File: src/rtl/scs_pkg.sv
// Shared types and constants for the sieve CRT solver.
`timescale 1ns / 1ps
package scs_pkg;

   localparam int unsigned FIELD_W       = 16;
   localparam int unsigned OUT_W         = 63;
   localparam int unsigned STATUS_W      = 2;
   localparam int unsigned MODULUS_BITS_DEF = 16;
   localparam int unsigned TIME_BITS_DEF    = 63;

   typedef enum logic [STATUS_W-1:0] {
      ST_OK    = 2'd0,
      ST_NOSOL = 2'd1,
      ST_OVF   = 2'd2
   } status_type;

   typedef enum logic [2:0] {
      S_IDLE,
      S_START,
      S_REDUCE,
      S_FOLD,
      S_SEARCH,
      S_MULT,
      S_CHECK,
      S_DONE
   } state_type;

   typedef struct packed {
      logic load;
      logic prep;
      logic set_nosol;
      logic reduce;
      logic fold;
      logic search;
      logic mult_load;
      logic mult;
      logic commit;
      logic out_write;
   } cmd_type;

   typedef struct packed {
      logic err_ok;
      logic m_zero;
      logic reduce_last;
      logic found;
      logic exhausted;
      logic mult_last;
      logic rsp_busy;
   } stat_type;

endpackage

File: src/rtl/scs_channel_if.sv
// Request and response channel interfaces of the sieve CRT solver.
`timescale 1ns / 1ps
interface scs_req_if;
   import scs_pkg::*;
   logic               valid;
   logic               ready;
   logic               first_disc;
   logic [FIELD_W-1:0] disc_number;
   logic [FIELD_W-1:0] disc_positions;
   logic [FIELD_W-1:0] start_position;

   modport source (output valid, first_disc, disc_number, disc_positions, start_position,
                   input ready);
   modport sink   (input valid, first_disc, disc_number, disc_positions, start_position,
                   output ready);
endinterface

interface scs_rsp_if;
   import scs_pkg::*;
   logic                valid;
   logic                ready;
   logic [OUT_W-1:0]    solution_time;
   logic [OUT_W-1:0]    combined_period;
   logic [STATUS_W-1:0] status;

   modport source (output valid, solution_time, combined_period, status, input ready);
   modport sink   (input valid, solution_time, combined_period, status, output ready);
endinterface

File: src/rtl/scs_ctrl.sv
// Sequencing state machine of the sieve CRT solver.
`timescale 1ns / 1ps
module scs_ctrl (
   input  logic              clock,
   input  logic              reset,
   input  logic              req_valid,
   output logic              req_ready,
   input  scs_pkg::stat_type stat,
   output scs_pkg::cmd_type  cmd
);
   import scs_pkg::*;

   state_type state_ff, state_in;

   always_ff @(posedge clock) begin
      if (reset) begin
         state_ff <= S_IDLE;
      end else begin
         state_ff <= state_in;
      end
   end

   always_comb begin
      state_in = state_ff;
      unique case (state_ff)
         S_IDLE:   if (req_valid) state_in = S_START;
         S_START: begin
            if (!stat.err_ok || stat.m_zero) state_in = S_DONE;
            else state_in = S_REDUCE;
         end
         S_REDUCE: if (stat.reduce_last) state_in = S_FOLD;
         S_FOLD:   state_in = S_SEARCH;
         S_SEARCH: begin
            priority if (stat.found) state_in = S_MULT;
            else if (stat.exhausted) state_in = S_DONE;
            else state_in = S_SEARCH;
         end
         S_MULT:   if (stat.mult_last) state_in = S_CHECK;
         S_CHECK:  state_in = S_DONE;
         S_DONE:   if (!stat.rsp_busy) state_in = S_IDLE;
         default:  state_in = S_IDLE;
      endcase
   end

   always_comb begin
      cmd       = '0;
      req_ready = 1'b0;
      unique case (state_ff)
         S_IDLE: begin
            req_ready = 1'b1;
            cmd.load  = req_valid;
         end
         S_START: begin
            cmd.prep      = 1'b1;
            cmd.set_nosol = stat.err_ok && stat.m_zero;
         end
         S_REDUCE: cmd.reduce = 1'b1;
         S_FOLD:   cmd.fold   = 1'b1;
         S_SEARCH: begin
            cmd.search    = 1'b1;
            cmd.mult_load = stat.found;
            cmd.set_nosol = !stat.found && stat.exhausted;
         end
         S_MULT:   cmd.mult      = 1'b1;
         S_CHECK:  cmd.commit    = 1'b1;
         S_DONE:   cmd.out_write = !stat.rsp_busy;
         default: ;
      endcase
   end

endmodule

File: src/rtl/scs_dpath.sv
// Datapath of the sieve CRT solver: remainders, search, products and state.
`timescale 1ns / 1ps
module scs_dpath #(
   parameter int unsigned MODULUS_BITS = scs_pkg::MODULUS_BITS_DEF,
   parameter int unsigned TIME_BITS    = scs_pkg::TIME_BITS_DEF
) (
   input  logic                          clock,
   input  logic                          reset,
   input  scs_pkg::cmd_type              cmd,
   output scs_pkg::stat_type             stat,
   input  logic                          rsp_busy,
   input  logic                          first_disc,
   input  logic [scs_pkg::FIELD_W-1:0]   disc_number,
   input  logic [scs_pkg::FIELD_W-1:0]   disc_positions,
   input  logic [scs_pkg::FIELD_W-1:0]   start_position,
   output logic [scs_pkg::OUT_W-1:0]     solution_time,
   output logic [scs_pkg::OUT_W-1:0]     combined_period,
   output logic [scs_pkg::STATUS_W-1:0]  status
);
   import scs_pkg::*;

   localparam int unsigned MB = MODULUS_BITS;
   localparam int unsigned TB = TIME_BITS;
   localparam int unsigned SW = FIELD_W + 1;
   localparam int unsigned RW = (TB > SW) ? TB : SW;
   localparam int unsigned PW = TB + MB;
   localparam int unsigned CW = $clog2((RW > MB) ? RW : MB);

   function automatic logic [MB-1:0] mod_step(input logic [MB-1:0] rem, input logic b,
                                              input logic [MB-1:0] m);
      logic [MB:0] t;
      t = {rem, b};
      if (t >= {1'b0, m}) t = t - {1'b0, m};
      return t[MB-1:0];
   endfunction

   // architectural state
   logic [TB-1:0] time_ff, time_in;
   logic [TB-1:0] period_ff, period_in;
   status_type    err_ff, err_in;

   // working registers
   logic [MB-1:0] m_ff;
   logic [RW-1:0] tsh_ff, psh_ff, rsh_ff;
   logic [MB-1:0] rem_t_ff, rem_p_ff, rem_r_ff;
   logic [CW-1:0] cnt_ff;
   logic [MB-1:0] v_ff, s_ff, k_ff;
   logic [MB-1:0] kq_ff, mq_ff;
   logic [PW-1:0] kp_ff, mp_ff;
   logic [OUT_W-1:0]    sol_ff, per_ff;
   logic [STATUS_W-1:0] stat_out_ff;

   logic [MB:0]   fold_sum;
   logic [MB:0]   v_sum;
   logic [PW:0]   t_sum;
   logic          ovf;

   assign fold_sum = {1'b0, rem_t_ff} + {1'b0, rem_r_ff};
   assign v_sum    = {1'b0, v_ff} + {1'b0, s_ff};
   assign t_sum    = {1'b0, kp_ff} + (PW+1)'(time_ff);
   assign ovf      = (|t_sum[PW:TB]) || (|mp_ff[PW-1:TB]);

   always_comb begin
      time_in   = time_ff;
      period_in = period_ff;
      err_in    = err_ff;
      if (cmd.load && first_disc) begin
         time_in   = '0;
         period_in = TB'(1);
         err_in    = ST_OK;
      end
      if (cmd.set_nosol) err_in = ST_NOSOL;
      if (cmd.commit) begin
         if (ovf) begin
            err_in = ST_OVF;
         end else begin
            time_in   = t_sum[TB-1:0];
            period_in = mp_ff[TB-1:0];
         end
      end
   end

   always_ff @(posedge clock) begin
      if (reset) begin
         time_ff   <= '0;
         period_ff <= TB'(1);
         err_ff    <= ST_OK;
      end else begin
         time_ff   <= time_in;
         period_ff <= period_in;
         err_ff    <= err_in;
      end
   end

   always_ff @(posedge clock) begin
      if (cmd.load) begin
         m_ff   <= MB'(disc_positions);
         rsh_ff <= RW'({1'b0, disc_number} + {1'b0, start_position});
      end
      if (cmd.prep) begin
         tsh_ff   <= RW'(time_ff);
         psh_ff   <= RW'(period_ff);
         rem_t_ff <= '0;
         rem_p_ff <= '0;
         rem_r_ff <= '0;
         cnt_ff   <= CW'(RW - 1);
      end
      if (cmd.reduce) begin
         rem_t_ff <= mod_step(rem_t_ff, tsh_ff[RW-1], m_ff);
         rem_p_ff <= mod_step(rem_p_ff, psh_ff[RW-1], m_ff);
         rem_r_ff <= mod_step(rem_r_ff, rsh_ff[RW-1], m_ff);
         tsh_ff   <= {tsh_ff[RW-2:0], 1'b0};
         psh_ff   <= {psh_ff[RW-2:0], 1'b0};
         rsh_ff   <= {rsh_ff[RW-2:0], 1'b0};
         cnt_ff   <= cnt_ff - CW'(1);
      end
      if (cmd.fold) begin
         v_ff <= (fold_sum >= {1'b0, m_ff}) ? MB'(fold_sum - {1'b0, m_ff}) : fold_sum[MB-1:0];
         s_ff <= rem_p_ff;
         k_ff <= '0;
      end
      if (cmd.search && !stat.found && !stat.exhausted) begin
         v_ff <= (v_sum >= {1'b0, m_ff}) ? MB'(v_sum - {1'b0, m_ff}) : v_sum[MB-1:0];
         k_ff <= k_ff + MB'(1);
      end
      if (cmd.mult_load) begin
         kq_ff  <= k_ff;
         mq_ff  <= m_ff;
         kp_ff  <= '0;
         mp_ff  <= '0;
         cnt_ff <= CW'(MB - 1);
      end
      if (cmd.mult) begin
         kp_ff  <= {kp_ff[PW-2:0], 1'b0} + (kq_ff[MB-1] ? PW'(period_ff) : '0);
         mp_ff  <= {mp_ff[PW-2:0], 1'b0} + (mq_ff[MB-1] ? PW'(period_ff) : '0);
         kq_ff  <= {kq_ff[MB-2:0], 1'b0};
         mq_ff  <= {mq_ff[MB-2:0], 1'b0};
         cnt_ff <= cnt_ff - CW'(1);
      end
      if (cmd.out_write) begin
         sol_ff      <= OUT_W'(time_ff);
         per_ff      <= OUT_W'(period_ff);
         stat_out_ff <= err_ff;
      end
   end

   always_comb begin
      stat.err_ok      = (err_ff == ST_OK);
      stat.m_zero      = (m_ff == '0);
      stat.reduce_last = (cnt_ff == '0);
      stat.found       = (v_ff == '0);
      stat.exhausted   = (k_ff == m_ff - MB'(1));
      stat.mult_last   = (cnt_ff == '0);
      stat.rsp_busy    = rsp_busy;
   end

   assign solution_time   = sol_ff;
   assign combined_period = per_ff;
   assign status          = stat_out_ff;

endmodule

File: src/rtl/sieve_crt_solver.sv
// Top level of the sieve CRT solver: controller, datapath and response register.
//
//  channel  | direction | payload
//  ---------+-----------+--------------------------------------------------------
//  req_ch   | in        | first_disc, disc_number, disc_positions, start_position
//  rsp_ch   | out       | solution_time, combined_period, status
//
// An item runs a bit-serial remainder pass over RW = max(TIME_BITS, 17) bits, a search
// that steps k up to the number of periods added, and a serial multiply over
// MODULUS_BITS bits. A held error skips straight to the result.
// Reset is synchronous and restores time 0, period 1, status ok.
// A new item is taken while a result waits; the next result holds until it is taken.
`timescale 1ns / 1ps
module sieve_crt_solver #(
   parameter int unsigned MODULUS_BITS = scs_pkg::MODULUS_BITS_DEF,
   parameter int unsigned TIME_BITS    = scs_pkg::TIME_BITS_DEF
) (
   input logic       clock,
   input logic       reset,
   scs_req_if.sink   req_ch,
   scs_rsp_if.source rsp_ch
);
   import scs_pkg::*;

   cmd_type  cmd;
   stat_type stat;
   logic     rsp_valid_ff, rsp_valid_in;
   logic     rsp_busy;

   assign rsp_busy = rsp_valid_ff && !rsp_ch.ready;

   scs_ctrl u_ctrl (
      .clock     (clock),
      .reset     (reset),
      .req_valid (req_ch.valid),
      .req_ready (req_ch.ready),
      .stat      (stat),
      .cmd       (cmd)
   );

   scs_dpath #(
      .MODULUS_BITS (MODULUS_BITS),
      .TIME_BITS    (TIME_BITS)
   ) u_dpath (
      .clock           (clock),
      .reset           (reset),
      .cmd             (cmd),
      .stat            (stat),
      .rsp_busy        (rsp_busy),
      .first_disc      (req_ch.first_disc),
      .disc_number     (req_ch.disc_number),
      .disc_positions  (req_ch.disc_positions),
      .start_position  (req_ch.start_position),
      .solution_time   (rsp_ch.solution_time),
      .combined_period (rsp_ch.combined_period),
      .status          (rsp_ch.status)
   );

   always_comb begin
      priority if (cmd.out_write) rsp_valid_in = 1'b1;
      else if (rsp_ch.ready)      rsp_valid_in = 1'b0;
      else                        rsp_valid_in = rsp_valid_ff;
   end

   always_ff @(posedge clock) begin
      if (reset) begin
         rsp_valid_ff <= 1'b0;
      end else begin
         rsp_valid_ff <= rsp_valid_in;
      end
   end

   assign rsp_ch.valid = rsp_valid_ff;

   a_leave_idle: assert property (@(posedge clock) disable iff (reset)
      req_ch.valid && req_ch.ready |=> !req_ch.ready)
      else $error("controller stayed ready after taking an item");

   a_no_write_idle: assert property (@(posedge clock) disable iff (reset)
      cmd.out_write |-> !req_ch.ready && !rsp_busy)
      else $error("result written while idle or while output stalled");

   a_period_nonzero: assert property (@(posedge clock) disable iff (reset)
      rsp_ch.valid && (rsp_ch.status == ST_OK) |-> (rsp_ch.combined_period != '0))
      else $error("zero period reported with ok status");

   a_status_code: assert property (@(posedge clock) disable iff (reset)
      cmd.out_write |=> (rsp_ch.status == ST_OK) || (rsp_ch.status == ST_NOSOL) ||
                        (rsp_ch.status == ST_OVF))
      else $error("undefined status code in result");

endmodule

File: src/flat_wrapper.sv
// flat-port wrapper written by rule: the top's interface ports become plain ports
module sieve_crt_solver_flat import scs_pkg::*;
#(
   parameter int unsigned MODULUS_BITS = scs_pkg::MODULUS_BITS_DEF,
   parameter int unsigned TIME_BITS    = scs_pkg::TIME_BITS_DEF
)
  (clock, reset, req_ch_valid, req_ch_first_disc, req_ch_disc_number, req_ch_disc_positions, req_ch_start_position, req_ch_ready, rsp_ch_valid, rsp_ch_solution_time, rsp_ch_combined_period, rsp_ch_status, rsp_ch_ready);
  scs_req_if req_ch_i ();
  scs_rsp_if rsp_ch_i ();
  input logic clock;
  input logic reset;
  input wire logic [$bits(req_ch_i.valid)-1:0] req_ch_valid;
  input wire logic [$bits(req_ch_i.first_disc)-1:0] req_ch_first_disc;
  input wire logic [$bits(req_ch_i.disc_number)-1:0] req_ch_disc_number;
  input wire logic [$bits(req_ch_i.disc_positions)-1:0] req_ch_disc_positions;
  input wire logic [$bits(req_ch_i.start_position)-1:0] req_ch_start_position;
  output wire logic [$bits(req_ch_i.ready)-1:0] req_ch_ready;
  output wire logic [$bits(rsp_ch_i.valid)-1:0] rsp_ch_valid;
  output wire logic [$bits(rsp_ch_i.solution_time)-1:0] rsp_ch_solution_time;
  output wire logic [$bits(rsp_ch_i.combined_period)-1:0] rsp_ch_combined_period;
  output wire logic [$bits(rsp_ch_i.status)-1:0] rsp_ch_status;
  input wire logic [$bits(rsp_ch_i.ready)-1:0] rsp_ch_ready;
  assign req_ch_i.valid = req_ch_valid;
  assign req_ch_i.first_disc = req_ch_first_disc;
  assign req_ch_i.disc_number = req_ch_disc_number;
  assign req_ch_i.disc_positions = req_ch_disc_positions;
  assign req_ch_i.start_position = req_ch_start_position;
  assign req_ch_ready = req_ch_i.ready;
  assign rsp_ch_valid = rsp_ch_i.valid;
  assign rsp_ch_solution_time = rsp_ch_i.solution_time;
  assign rsp_ch_combined_period = rsp_ch_i.combined_period;
  assign rsp_ch_status = rsp_ch_i.status;
  assign rsp_ch_i.ready = rsp_ch_ready;
  sieve_crt_solver #(.MODULUS_BITS(MODULUS_BITS), .TIME_BITS(TIME_BITS)) u_core (.clock(clock), .reset(reset), .req_ch(req_ch_i), .rsp_ch(rsp_ch_i));
endmodule
File: config.mk
export PLATFORM = sky130hd
export DESIGN_NAME = sieve_crt_solver_flat
export DESIGN_NICKNAME = d
export VERILOG_FILES = /design/src/rtl/scs_pkg.sv /design/src/rtl/scs_channel_if.sv /design/src/rtl/scs_ctrl.sv /design/src/rtl/scs_dpath.sv /design/src/rtl/sieve_crt_solver.sv /design/src/flat_wrapper.sv
export SDC_FILE = /design/constraint.sdc
export NUM_CORES = 2
export LEC_CHECK = 0
export BUFFER_PORTS_ARGS = -buffer_cell sky130_fd_sc_hd__clkbuf_2
export CAP_MARGIN = 20
export CORE_MARGIN = 5
export CORE_UTILIZATION = 25
export DETAILED_ROUTE_END_ITERATION = 12
export GPL_ROUTABILITY_DRIVEN = 0
export SYNTH_ARGS = -nofsm -noshare
export SYNTH_HDL_FRONTEND = slang
export SYNTH_HIERARCHICAL = 1
export SYNTH_SLANG_ARGS = --single-unit
File: constraint.sdc
create_clock -name clock -period 18.8 [get_ports clock]
set_input_delay 3.76 -clock clock [delete_from_list [all_inputs] [get_ports clock]]
set_output_delay 3.76 -clock clock [all_outputs]
set_load 0.02 [all_outputs]
==> metrics.yaml <==
logic_synthesis:
  synth_cell_types: 103
  synthAdderAreaFrac_pct: 8.90
  synth-compound-area-share_pct: 17.5
  synth_seq_cells: 757
  synth_xor_xnor_area_share_pct: 5.83
  synthMuxAreaShare_pct: 0.601
  synth_area_per_cell_sq_um: 9.50
  synth_cells: 4994
  synth_warnings: 6
  synth_edf_count: 620
  synth_nets: 5378
  yosysSeqAreaShare_pct: 45.0
  synth_area_sq_um: 47400
  synth_top_family_by_area: "simple AND/OR/NAND/NOR gates"
  async_flop_share_pct: 0
  synth_simple_gate_area_share_pct: 18.9
  synthFlopType: "edfxtp_1"
cts:
  clock_latency_ns: 0.69
  htreeDepth: 3
  cts_resized: 0
  cts_hold_buf: 0
  numCtsBuffers: 85
  clkSinkCount: 757
  cts_setup_buffers: 0
  root_buffer: "clkbuf_16"
  cts_tree: "built"
  clk_pin_slew_ns: 0.06
  cts_max_path_buffers: 3
sta:
  drv_slew: 0
  setup_slack_ns: 12.64
  tightestPinTransition_ns: 1.06
  holdWs_ns: 0.483
  period_share_pct: 32.8
  slew_headroom_pct: 29.3
  tns_ns: 0
  finalHoldViolCount: 0
  rsz0062_at_grt: "no"
  max_freq_mhz: 162
  setup_viol: 0
  min_period_ns: 6.16
  skew_ns: 0.0353
routing:
  viasPerCell: 4.94
  drtIter0Drc: 2828
  wl_met2_microns: 67900
  drt-wirelength-per-cell_microns: 18.2
  wl_microns: 138000
  m1WireLength_microns: 58800
  drc: 0
  dr.pass1.iters: 6
  dr_total_vias: 37600
  highest_layer: "met4"
  wl_met3_microns: 6410
  final_antenna_net_count: 0
setup_path:
  critPathArrivalTime_ns: 6.57
  end_kind: "flip-flop"
  rr_startpoint: "u_core/u_dpath/mq_ff[15]$_DFFE_PP_"
  start_kind: "input pin"
  r2r_cells: 18
  cp.required_ns: 19.21
  worstReg2RegEnd: "u_core/u_dpath/mp_ff[77]$_SDFFCE_PN0P_"
  crit_fanout: 3
  crit_type: "input pin to flip-flop"
  r2r_slack_ns: 12.98
final_layout:
  nets: 5424
  utilization_pct: 28.5
  syn2layout_area_growth_pct: 13.0
  fin_area_sq_um: 53600
  fin_cells: 7609
  drive_above_1_share_pct: 8.45
hold_path:
  whs_path_depth: 0
  hp-class: "flip-flop to flip-flop"
  holdPathEnd: "u_core/u_dpath/s_ff[1]$_DFFE_PP_"
  min_from: "u_core/u_dpath/rem_p_ff[1]$_SDFFCE_PN0P_"
placed_design:
  placed_cells: 7446
  preCtsSetupSlack_ns: 11.98
  dpl_cell_area_sq_um: 50800
  place_hpwl_microns: 100000
  port_buffers: 182
power_and_ir_drop:
  cellInternalPower_mw: 3.33
  power_density_nw_per_um2: 88.9
  max-vdd-ir-drop_mv: 0.0686
  sw_frac_of_total_pct: 30.2
  p_leak_nw: 20.4
  power.switching_mw: 1.44
  totalPowerFinal_mw: 4.77
  clockPowerShare_pct: 35.4
  sequentialPowerShare_pct: 42.9
  power_frac_comb_pct: 21.7
global_route:
  grt_pass1_wl_microns: 212000
  antenna_found_initial: 4
  grt_overflow: 0
  grt_pass1_vias: 36200
  track_usage_pct: 13.4
  grt_start_max_net_pins: 225
die:
  rows: 159
  coreArea_sq_um: 188000
  die_height_microns: 446
  die_w_microns: 446
  start_util_pct: 25.2
  dieArea_sq_um: 199000
  pin_count: 183
flow_run:
  max_cap_violations: 0
run_status:
  status: "finished clean"
[layout make-up]
type,count,area [sq um]
well taps,2495,3120
flip-flops and latches,757,21400
clock inverters,49,464
diodes,1,2.50
repair buffers,218,1240
clock buffers,111,2360
fillers,19800,135000
inverters,127,484
multi-input cells,3851,24600
[metal layers]
| layer | global-route usage (%) | vias to the layer above |
|---|---|---|
| met5 | 0 | - |
| met4 | 5.10 | 0 |
| met3 | 1.92 | 218 |
| met2 | 23.7 | 940 |
| met1 | 16.6 | 18100 |
| li1 | - | 18400 |
[worst max-delay path, cell delays in order]
cell and delay (ns):
clkbuf_2 0.08, ha_1 0.22, fa_1 0.40, a21o_1 0.18, a21oi_1 0.23, o21bai_1 0.10
a21oi_1 0.25, o21bai_1 0.10, a21o_1 0.23, a211oi_1 0.35, o21bai_1 0.12, a21oi_1 0.23
o21bai_1 0.10, a21oi_1 0.15, o31ai_1 0.08
[power by group through the flow]
stage               combinational, mW  clock, mW  sequential [mW]
floorplan                       0.785          0             2.05
global placement                0.998          0             2.08
detailed placement               1.02          0             2.08
CTS                              1.03       1.74             2.04
global route                     1.15       1.81             2.05
finish                           1.03       1.69             2.04
[Yosys cell counts (133+ instances only)]
library cell / n / area share [%]
and2_1: 207 / 2.7
xnor2_1: 174 / 3.2
nand2_1: 620 / 4.9
xor2_1: 142 / 2.6
a21oi_1: 335 / 3.5
ha_1: 320 / 8.4
dfxtp_1: 137 / 5.8
clkbuf_1: 213 / 1.7
nor2_1: 353 / 2.8
o21ai_0: 402 / 4.2
nand3_1: 249 / 2.6
a21o_1: 133 / 2.1
edfxtp_1: 620 / 39
[worst max-delay path by stage]
stage / to / slack, ns / start
after floorplan: u_core/u_dpath/combined_period[0]$_DFFE_PP_ / 8.72 / rsp_ch_ready
after global placement: u_core/u_dpath/rsh_ff[16]$_DFFE_PP_ / 11.91 / req_ch_disc_number[0]
after detailed placement: u_core/u_dpath/rsh_ff[16]$_DFFE_PP_ / 11.98 / req_ch_disc_number[0]
after CTS: u_core/u_dpath/rsh_ff[16]$_DFFE_PP_ / 12.71 / req_ch_disc_number[0]
after global routing: u_core/u_dpath/rsh_ff[16]$_DFFE_PP_ / 12.45 / req_ch_disc_number[0]
final: u_core/u_dpath/rsh_ff[16]$_DFFE_PP_ / 12.64 / req_ch_disc_number[0]
[cell families after synthesis]
family	count (synthesis)
adder cells (fa/ha/maj)	331
AND/OR/NAND/NOR	1859
AO/OA/AOI/OAI	1317
buffers and inverters	386
XOR/XNOR	316
multiplexers	28
flip-flops	757
[cells in the final DEF (no fill, tap or decap), types with 12 or more instances in the layout]
cell type	netlist	final
o21ai_0	402	402
o21a_1	33	33
clkbuf_2	0	181
buf_4	4	31
a21o_1	133	133
or3_1	27	27
mux2i_1	24	24
o211ai_1	24	24
clkbuf_1	213	15
and3_1	39	39
nand4_1	85	85
dfxtp_1	137	137
a21boi_0	15	15
o41ai_1	12	12
clkinv_2	0	19
nand2_1	620	618
nor2b_1	48	48
a21oi_1	335	332
and2_1	207	206
a31oi_1	21	21
clkbuf_16	0	87
o21bai_1	43	43
xnor2_1	174	174
inv_1	124	122
or2_2	16	15
nor4_1	35	35
xor2_1	142	142
nand3_1	249	249
nor2_1	353	351
ha_1	320	320
o31ai_1	114	114
nor3_1	76	75
edfxtp_1	620	620
nand2b_1	44	44
a211oi_1	42	42
[registers in the layout, indices dropped and copies added, names as in the netlist]
signal,flops
u_core/rsp_ch.valid,1
u_core/u_ctrl/state_ff,3
u_core/u_dpath/cnt_ff,6
u_core/u_dpath/combined_period,63
u_core/u_dpath/err_ff,2
u_core/u_dpath/k_ff,16
u_core/u_dpath/kp_ff,79
u_core/u_dpath/kq_ff,16
u_core/u_dpath/m_ff,16
u_core/u_dpath/mp_ff,79
u_core/u_dpath/mq_ff,16
u_core/u_dpath/period_ff,63
u_core/u_dpath/psh_ff,63
u_core/u_dpath/rem_p_ff,16
u_core/u_dpath/rem_r_ff,16
u_core/u_dpath/rem_t_ff,16
u_core/u_dpath/rsh_ff,63
u_core/u_dpath/s_ff,16
u_core/u_dpath/solution_time,63
u_core/u_dpath/status,2
u_core/u_dpath/time_ff,63
u_core/u_dpath/tsh_ff,63
u_core/u_dpath/v_ff,16
Note: power is estimated with default switching activity, not from simulation.
